<file path="src/rtl/psue_pkg.sv">
// Shared constants, types and helpers of the particle swarm update engine.
`default_nettype none
package psue_pkg;

	localparam int NUM_PARTICLES = 16;
	localparam int NUM_DIMS      = 8;
	localparam int MAX_RESULTS   = 8;
	localparam int EMIT_N        = (NUM_DIMS < MAX_RESULTS) ? NUM_DIMS : MAX_RESULTS;

	// fixed field widths
	localparam int P_W   = 4;
	localparam int D_W   = 3;
	localparam int CFG_W = 3;

	// derived storage widths
	localparam int PIDX_W = (NUM_PARTICLES > 1) ? $clog2(NUM_PARTICLES) : 1;
	localparam int DIM_W  = (NUM_DIMS > 1) ? $clog2(NUM_DIMS) : 1;
	localparam int DEPTH  = NUM_PARTICLES * NUM_DIMS;
	localparam int ADDR_W = (DEPTH > 1) ? $clog2(DEPTH) : 1;

	localparam logic signed [31:0] COST_MAX = 32'sh7FFF_FFFF;

	// register indexes
	localparam logic [CFG_W-1:0] CFG_MOMENTUM   = 3'd0;
	localparam logic [CFG_W-1:0] CFG_OWN_GAIN   = 3'd1;
	localparam logic [CFG_W-1:0] CFG_SWARM_GAIN = 3'd2;
	localparam logic [CFG_W-1:0] CFG_SPEED_FRAC = 3'd3;
	localparam logic [CFG_W-1:0] CFG_USE_GLOBAL = 3'd4;

	// register reset values
	localparam logic [15:0] RST_MOMENTUM   = 16'd16384;
	localparam logic [15:0] RST_OWN_GAIN   = 16'd32768;
	localparam logic [15:0] RST_SWARM_GAIN = 16'd32768;
	localparam logic [15:0] RST_SPEED_FRAC = 16'd6554;

	// request codes
	typedef enum logic [1:0] {
		REQ_BOUNDS = 2'd0,
		REQ_COORD  = 2'd1,
		REQ_COST   = 2'd2,
		REQ_MOVE   = 2'd3
	} req_t;

	typedef enum logic [2:0] {
		ST_IDLE,
		ST_CRD,
		ST_CWR,
		ST_RD,
		ST_MUL,
		ST_SUM,
		ST_LIM,
		ST_WR
	} state_t;

	typedef struct packed {
		logic accept;
		logic cwr;
		logic mul;
		logic sum;
		logic lim;
		logic wr;
	} cmd_t;

	typedef struct packed {
		logic go_cost;
		logic go_move;
		logic dim_last;
		logic wr_ok;
	} status_t;

	// flat store address of one coordinate
	function automatic logic [ADDR_W-1:0] addr_of(input logic [PIDX_W-1:0] p,
		input logic [DIM_W-1:0] d);
		addr_of = ADDR_W'(int'(p) * NUM_DIMS + int'(d));
	endfunction

endpackage
`default_nettype wire

</file>
<file path="src/rtl/psue_ctrl.sv">
// Sequencer of the particle swarm update engine.
`default_nettype none
module psue_ctrl (
	input  wire logic              clk,
	input  wire logic              arst_n,
	input  wire logic              in_valid,
	output logic                   in_stall,
	input  wire psue_pkg::status_t status,
	output psue_pkg::cmd_t         cmd
);

	psue_pkg::state_t state_q, state_d;

	// next state
	always_comb begin
		state_d = state_q;
		unique case (state_q)
			psue_pkg::ST_IDLE: begin
				if (in_valid && status.go_cost) state_d = psue_pkg::ST_CRD;
				else if (in_valid && status.go_move) state_d = psue_pkg::ST_RD;
			end
			psue_pkg::ST_CRD: state_d = psue_pkg::ST_CWR;
			psue_pkg::ST_CWR: begin
				state_d = status.dim_last ? psue_pkg::ST_IDLE : psue_pkg::ST_CRD;
			end
			psue_pkg::ST_RD:  state_d = psue_pkg::ST_MUL;
			psue_pkg::ST_MUL: state_d = psue_pkg::ST_SUM;
			psue_pkg::ST_SUM: state_d = psue_pkg::ST_LIM;
			psue_pkg::ST_LIM: state_d = psue_pkg::ST_WR;
			psue_pkg::ST_WR: begin
				if (status.wr_ok) begin
					state_d = status.dim_last ? psue_pkg::ST_IDLE : psue_pkg::ST_RD;
				end
			end
			default: state_d = psue_pkg::ST_IDLE;
		endcase
	end

	// commands
	always_comb begin
		cmd = '0;
		in_stall = 1'b1;
		unique case (state_q)
			psue_pkg::ST_IDLE: begin
				in_stall = 1'b0;
				cmd.accept = in_valid;
			end
			psue_pkg::ST_CWR: cmd.cwr = 1'b1;
			psue_pkg::ST_MUL: cmd.mul = 1'b1;
			psue_pkg::ST_SUM: cmd.sum = 1'b1;
			psue_pkg::ST_LIM: cmd.lim = 1'b1;
			psue_pkg::ST_WR:  cmd.wr = status.wr_ok;
			default: ;
		endcase
	end

	always_ff @(posedge clk or negedge arst_n) begin
		if (!arst_n) begin
			state_q <= psue_pkg::ST_IDLE;
		end else begin
			state_q <= state_d;
		end
	end

endmodule
`default_nettype wire

</file>
<file path="config.mk">
export PLATFORM = sky130hd
export DESIGN_NAME = psue_ctrl
export DESIGN_NICKNAME = d
export VERILOG_FILES = /design/src/rtl/psue_pkg.sv /design/src/rtl/psue_ctrl.sv
export SDC_FILE = /design/constraint.sdc
export NUM_CORES = 1
export LEC_CHECK = 0
export ABC_AREA = 1
export CAP_MARGIN = 20
export CELL_PAD_IN_SITES_DETAIL_PLACEMENT = 0
export CELL_PAD_IN_SITES_GLOBAL_PLACEMENT = 1
export CORE_AREA = 2 2 39 41
export CTS_CLUSTER_DIAMETER = 80
export CTS_CLUSTER_SIZE = 12
export DETAILED_ROUTE_END_ITERATION = 8
export DIE_AREA = 0 0 41 43
export DONT_BUFFER_PORTS = 1
export GPL_TIMING_DRIVEN = 0
export PLACE_DENSITY = 0.47
export SLEW_MARGIN = 5
export SYNTH_ARGS = -nofsm -noshare
export SYNTH_HDL_FRONTEND = slang
export SYNTH_SLANG_ARGS = --single-unit
</file>
<file path="constraint.sdc">
create_clock -name clk -period 1.2 [get_ports clk]
set_input_delay 0.12 -clock clk [delete_from_list [all_inputs] [get_ports clk]]
set_output_delay 0.12 -clock clk [all_outputs]
set_load 0.005 [all_outputs]
</file>
---- After elaboration in Yosys (flattened, before gate mapping) ----
Cells that the tools add are included.
word-level totals
  register bits after elaboration ......... 3
  input bits .............................. 7
  output and inout port bits .............. 7
  logic and storage cells ................. 27
cells by class
  eq/ne operators ......................... 9
  mux-type cells .......................... 13
  reductions and logical operators ........ 4
operator list
  kind                number
  $pmux 3 s8          1
  $eq 3x3->1 const B  4
  $mux 3              3
  $mux 1              8
  $eq 3x2->1 const B  2
  $eq 3x1->1 const B  1
  $logic_not 3->1     1
  $ne 3x3->1 const B  1
  $logic_and 1x1->1   2
  $mux 2              1
  $ne 2x2->1 const B  1
  $reduce_and 2->1    1

---- Logic depth before layout (Yosys ltp) ----
  depth in word-level cells ............... 4
  depth in mapped cells ................... 6
  depth with buffers taken out ............ 6

---- Worst setup path after synthesis ----
OpenSTA, ideal clock, no wires.
  kind .................................... flip-flop to flip-flop
  from .................................... register state_q[2]
  to ...................................... register state_q[1]
  library setup time ...................... 0.117 ns
  arrival time ............................ 0.924 ns
  data required time ...................... 1.083 ns
  setup slack ............................. 0.159 ns
  cell stages (with the launch flop) ...... 6
  buffers on the path ..................... 0
  period minus slack after synthesis ...... 1.041 ns
  cell sequence ........................... dfrtp_1 inv_2 nand3_4 or2_1 nand3_1 nand2_1
on the way
  word-level cells in the longest chain between the ends .. 3
  elaborated cells between the ends (all ways) .. 12
  those cells by class .................... 9 x eq/ne; 1 x mux; 2 x reduce/logical
RTL lines
  what                                                RTL line         RTL
  start, declared                                     psue_ctrl.sv:12  psue_pkg::state_t state_q, state_d;
  start signal, assigned                              psue_ctrl.sv:59  state_q <= psue_pkg::ST_IDLE;
  start signal, assigned                              psue_ctrl.sv:61  state_q <= state_d;
  $eq 3x3->1 or $logic_not 3->1 (tied branches)       psue_ctrl.sv:17  unique case (state_q)
  $ne 2x2->1 (no line) or $ne 3x3->1 (tied branches)  -
  $reduce_and 2->1 (no line)                          -
Several ways; a longest one is shown, not always the timed one.
A chain may end at the register's enable or synchronous reset.

==> flow_summary.toml <==
[outcome]
status = "completed"

[floorplanning]
die_y_um = 43
initial_core_util = 0.1863
fp.dieW_um = 41
io_pins = 14
coreArea_um2 = 1384
dieArea_um2 = 1763
row_count = 14

[setup_path]
worstPathMaxFanout = 6
crit_family = "flip-flops"
cp_num_buf_inv = 1
worstReg2RegStart = "state_q[2]$_DFFE_PN0P_"
rr_endpoint = "state_q[1]$_DFFE_PN0P_"
worst_r2r_path_depth = 5
crit_type = "reg2out"
crit_chain = "inv_2, nand3_4, nor2_1"
cpPeakStageDelay_ns = 0.43
r2r_setup_slack_ns = 0.09
required_ns = 1.08
critPathSlowestCell = "dfrtp_2"
crit_path_start = "state_q[2]$_DFFE_PN0P_"
worstSetupEndpointType = "output port"
crit_end = "cmd[5]"
crit_cells = 3
arrival_ns = 1.01
crit_path_start_kind = "flop"

[hold_path]
hp-class = "in2reg"

[placement]
place_hpwl_um = 444.3
gp_congestion = 0.6068
postPlaceCellArea_um2 = 277.8
place_ws_ns = 0.07089
port_buffers = 0

[synth]
synth-seq-cells = 3
seq_area_frac_synth = 0.2913
ys_top_cells_by_area = "dfrtp_1 (29%), nand2_1 (13%), nor2_2 (9.7%)"
async_reset_ff_frac = 1.000
synthesis.nets = 47
netlist_instances = 40
synth_top_family_by_area = "simple AND/OR/NAND/NOR gates"
netlist_area_um2 = 257.7
synth_top_cell_by_area = "dfrtp_1"
yosys.cell_types.count = 14
synthSimpleGateAreaFrac = 0.5194
synth-compound-area-share = 0.07282
synthAdderAreaFrac = 0
yosys_warnings = 0
synth.most_common_cell = "nand2_1"
synth.area.mux_share = 0
synthXorXnorAreaFrac = 0
synth_edf_count = 0
synth_ff_type = "dfrtp_1"
synth_commonest_cells = "nand2_1 (9), inv_1 (5), nand3_1 (4), nor2_1 (4), nor2_2 (4)"
avgSynthCellArea_um2 = 6.444
synth_top_area_share = 0.2913

[finish]
reg.largest.list = "state_q: 3 flops"
final_net_count = 53
largest_reg_flops = 3
antenna-diode-count = 0
fill_cells = 164
largest_register = "state_q"
drive_above_1_share = 0.3333
area_growth_pct = 23.30
stdcell_area_um2 = 317.8

[job]
cap_violations = 0

[timing]
hold_ws_ns = 0.06564
slew_headroom = 0.8383
fmax_mhz = 888.7
skew_ns = 0.0007255
finalSetupTns_ns = 0
hold_viol = 0
fin_ws_ns = 0.07476
min_period_ns = 1.125
setup_viol = 0
worst_pin_slew_ns = 0.2407
fin_crit_sh = 0.9377
slew_violations = 0
rsz0062_at_grt = "no"

[detailed_routing]
drc_errors = 0
drt_pass1_iterations = 4
wl_per_cell_um = 8.377
postRouteAntennaNets = 0
vias = 262
drt-initial-drc-count = 4
wl_um = 511
viasPerCell = 4.295

[global_routing]
track_usage = 0.06546
grt_pass1_wl_um = 828
grt_pass1_vias = 240
antenna_found_initial = 0
grt_overflow_total = 0
grt_max_degree = 8

[clock_tree]
clock_latency_ns = 0.22
cts.sinks = 3
numCtsBuffers = 3
cts_tree = "done"
postCtsSetupBuffers = 0
path_clk_slew_ns = 0.04
root_buffer = "clkbuf_4"
clockBufferDepth = 2
htree_levels = 1

[power_and_ir_drop]
total_leakage_power_nw = 0.1580
p_per_area_nw_per_um2 = 2608
ir_worst_vdd_uv = 514.7
[where the power goes]
part	switching, mW	internal, mW	leakage [nW]	total, mW
Sequential	0.0836	0.165	0.0314	0.249
Combinational	0.263	0.147	0.112	0.410
Clock	0.0456	0.124	0.0150	0.170
[worst min path at each step]
stage	cells past startpoint	to	startpoint	slack, ns
detailed placement	0	state_q[2]$_DFFE_PN0P_	arst_n	-0.18
finish	3	state_q[1]$_DFFE_PN0P_	status[0]	0.07
floorplan	0	state_q[0]$_DFFE_PN0P_	arst_n	-0.18
global placement	0	state_q[2]$_DFFE_PN0P_	arst_n	-0.18
CTS	3	state_q[1]$_DFFE_PN0P_	status[0]	0.07
global route	3	state_q[0]$_DFFE_PN0P_	status[0]	0.08
[area by class of cell]
cell class / count / area [um^2] / share of cell area
multi-input cells: 29 / 152.6 / 0.4803
clock buffers: 4 / 26.28 / 0.08268
well taps: 16 / 20.02 / 0.06299
inverters: 8 / 30.03 / 0.09449
flip-flops and latches: 3 / 78.83 / 0.2480
repair buffers: 1 / 10.01 / 0.03150
[cell usage in the layout (no fill, tap or decap), drive strengths merged]
master	netlist	final
nand3	5	5
clkbuf	0	4
nand4	1	1
inv	8	8
a21oi	1	1
nor2	8	8
o21ai	2	2
dfrtp	3	3
or2	1	1
nand2	9	9
nor3	2	2
dlygate4sd3	0	1
[through the flow]
| stage | power, mW | cells | utilization |
|---|---|---|---|
| floorplan | 0.5800 | 40 | - |
| global placement | 0.6713 | 56 | 0.2007 |
| detailed placement | 0.6548 | 56 | 0.2007 |
| CTS | 0.8322 | 61 | 0.2269 |
| global route | 0.9349 | 61 | 0.2297 |
| finish | 0.8287 | 61 | 0.2297 |
[worst register-to-register path, delay by kind of cell, from the launching register on]
kind / cells / cell delay [ns]
flops: 1 / 0.43
buf+inv: 1 / 0.12
simple gates: 4 / 0.45
[cells by family (layout without fill, tap and decap cells)]
logic type | count (synthesis) | in the layout
AND/OR/NAND/NOR | 26 | 26
buffers and inverters | 8 | 13
AO/OA/AOI/OAI | 3 | 3
flip-flops | 3 | 3
[timing repair]
action	CTS	global route
gates resized for setup	0	3
hold buffers	1	0
endpoints found under the hold margin	3	0
setup endpoints to repair	0	6
[per-layer routing]
layer	global-route usage	vias up	wire length, um
li1	-	134	-
met1	0.08117	120	197
met2	0.1063	8	263
met3	0	0	50
met4	0.04000	0	0
met5	0	-	0
(Power assumes the default switching activity.)
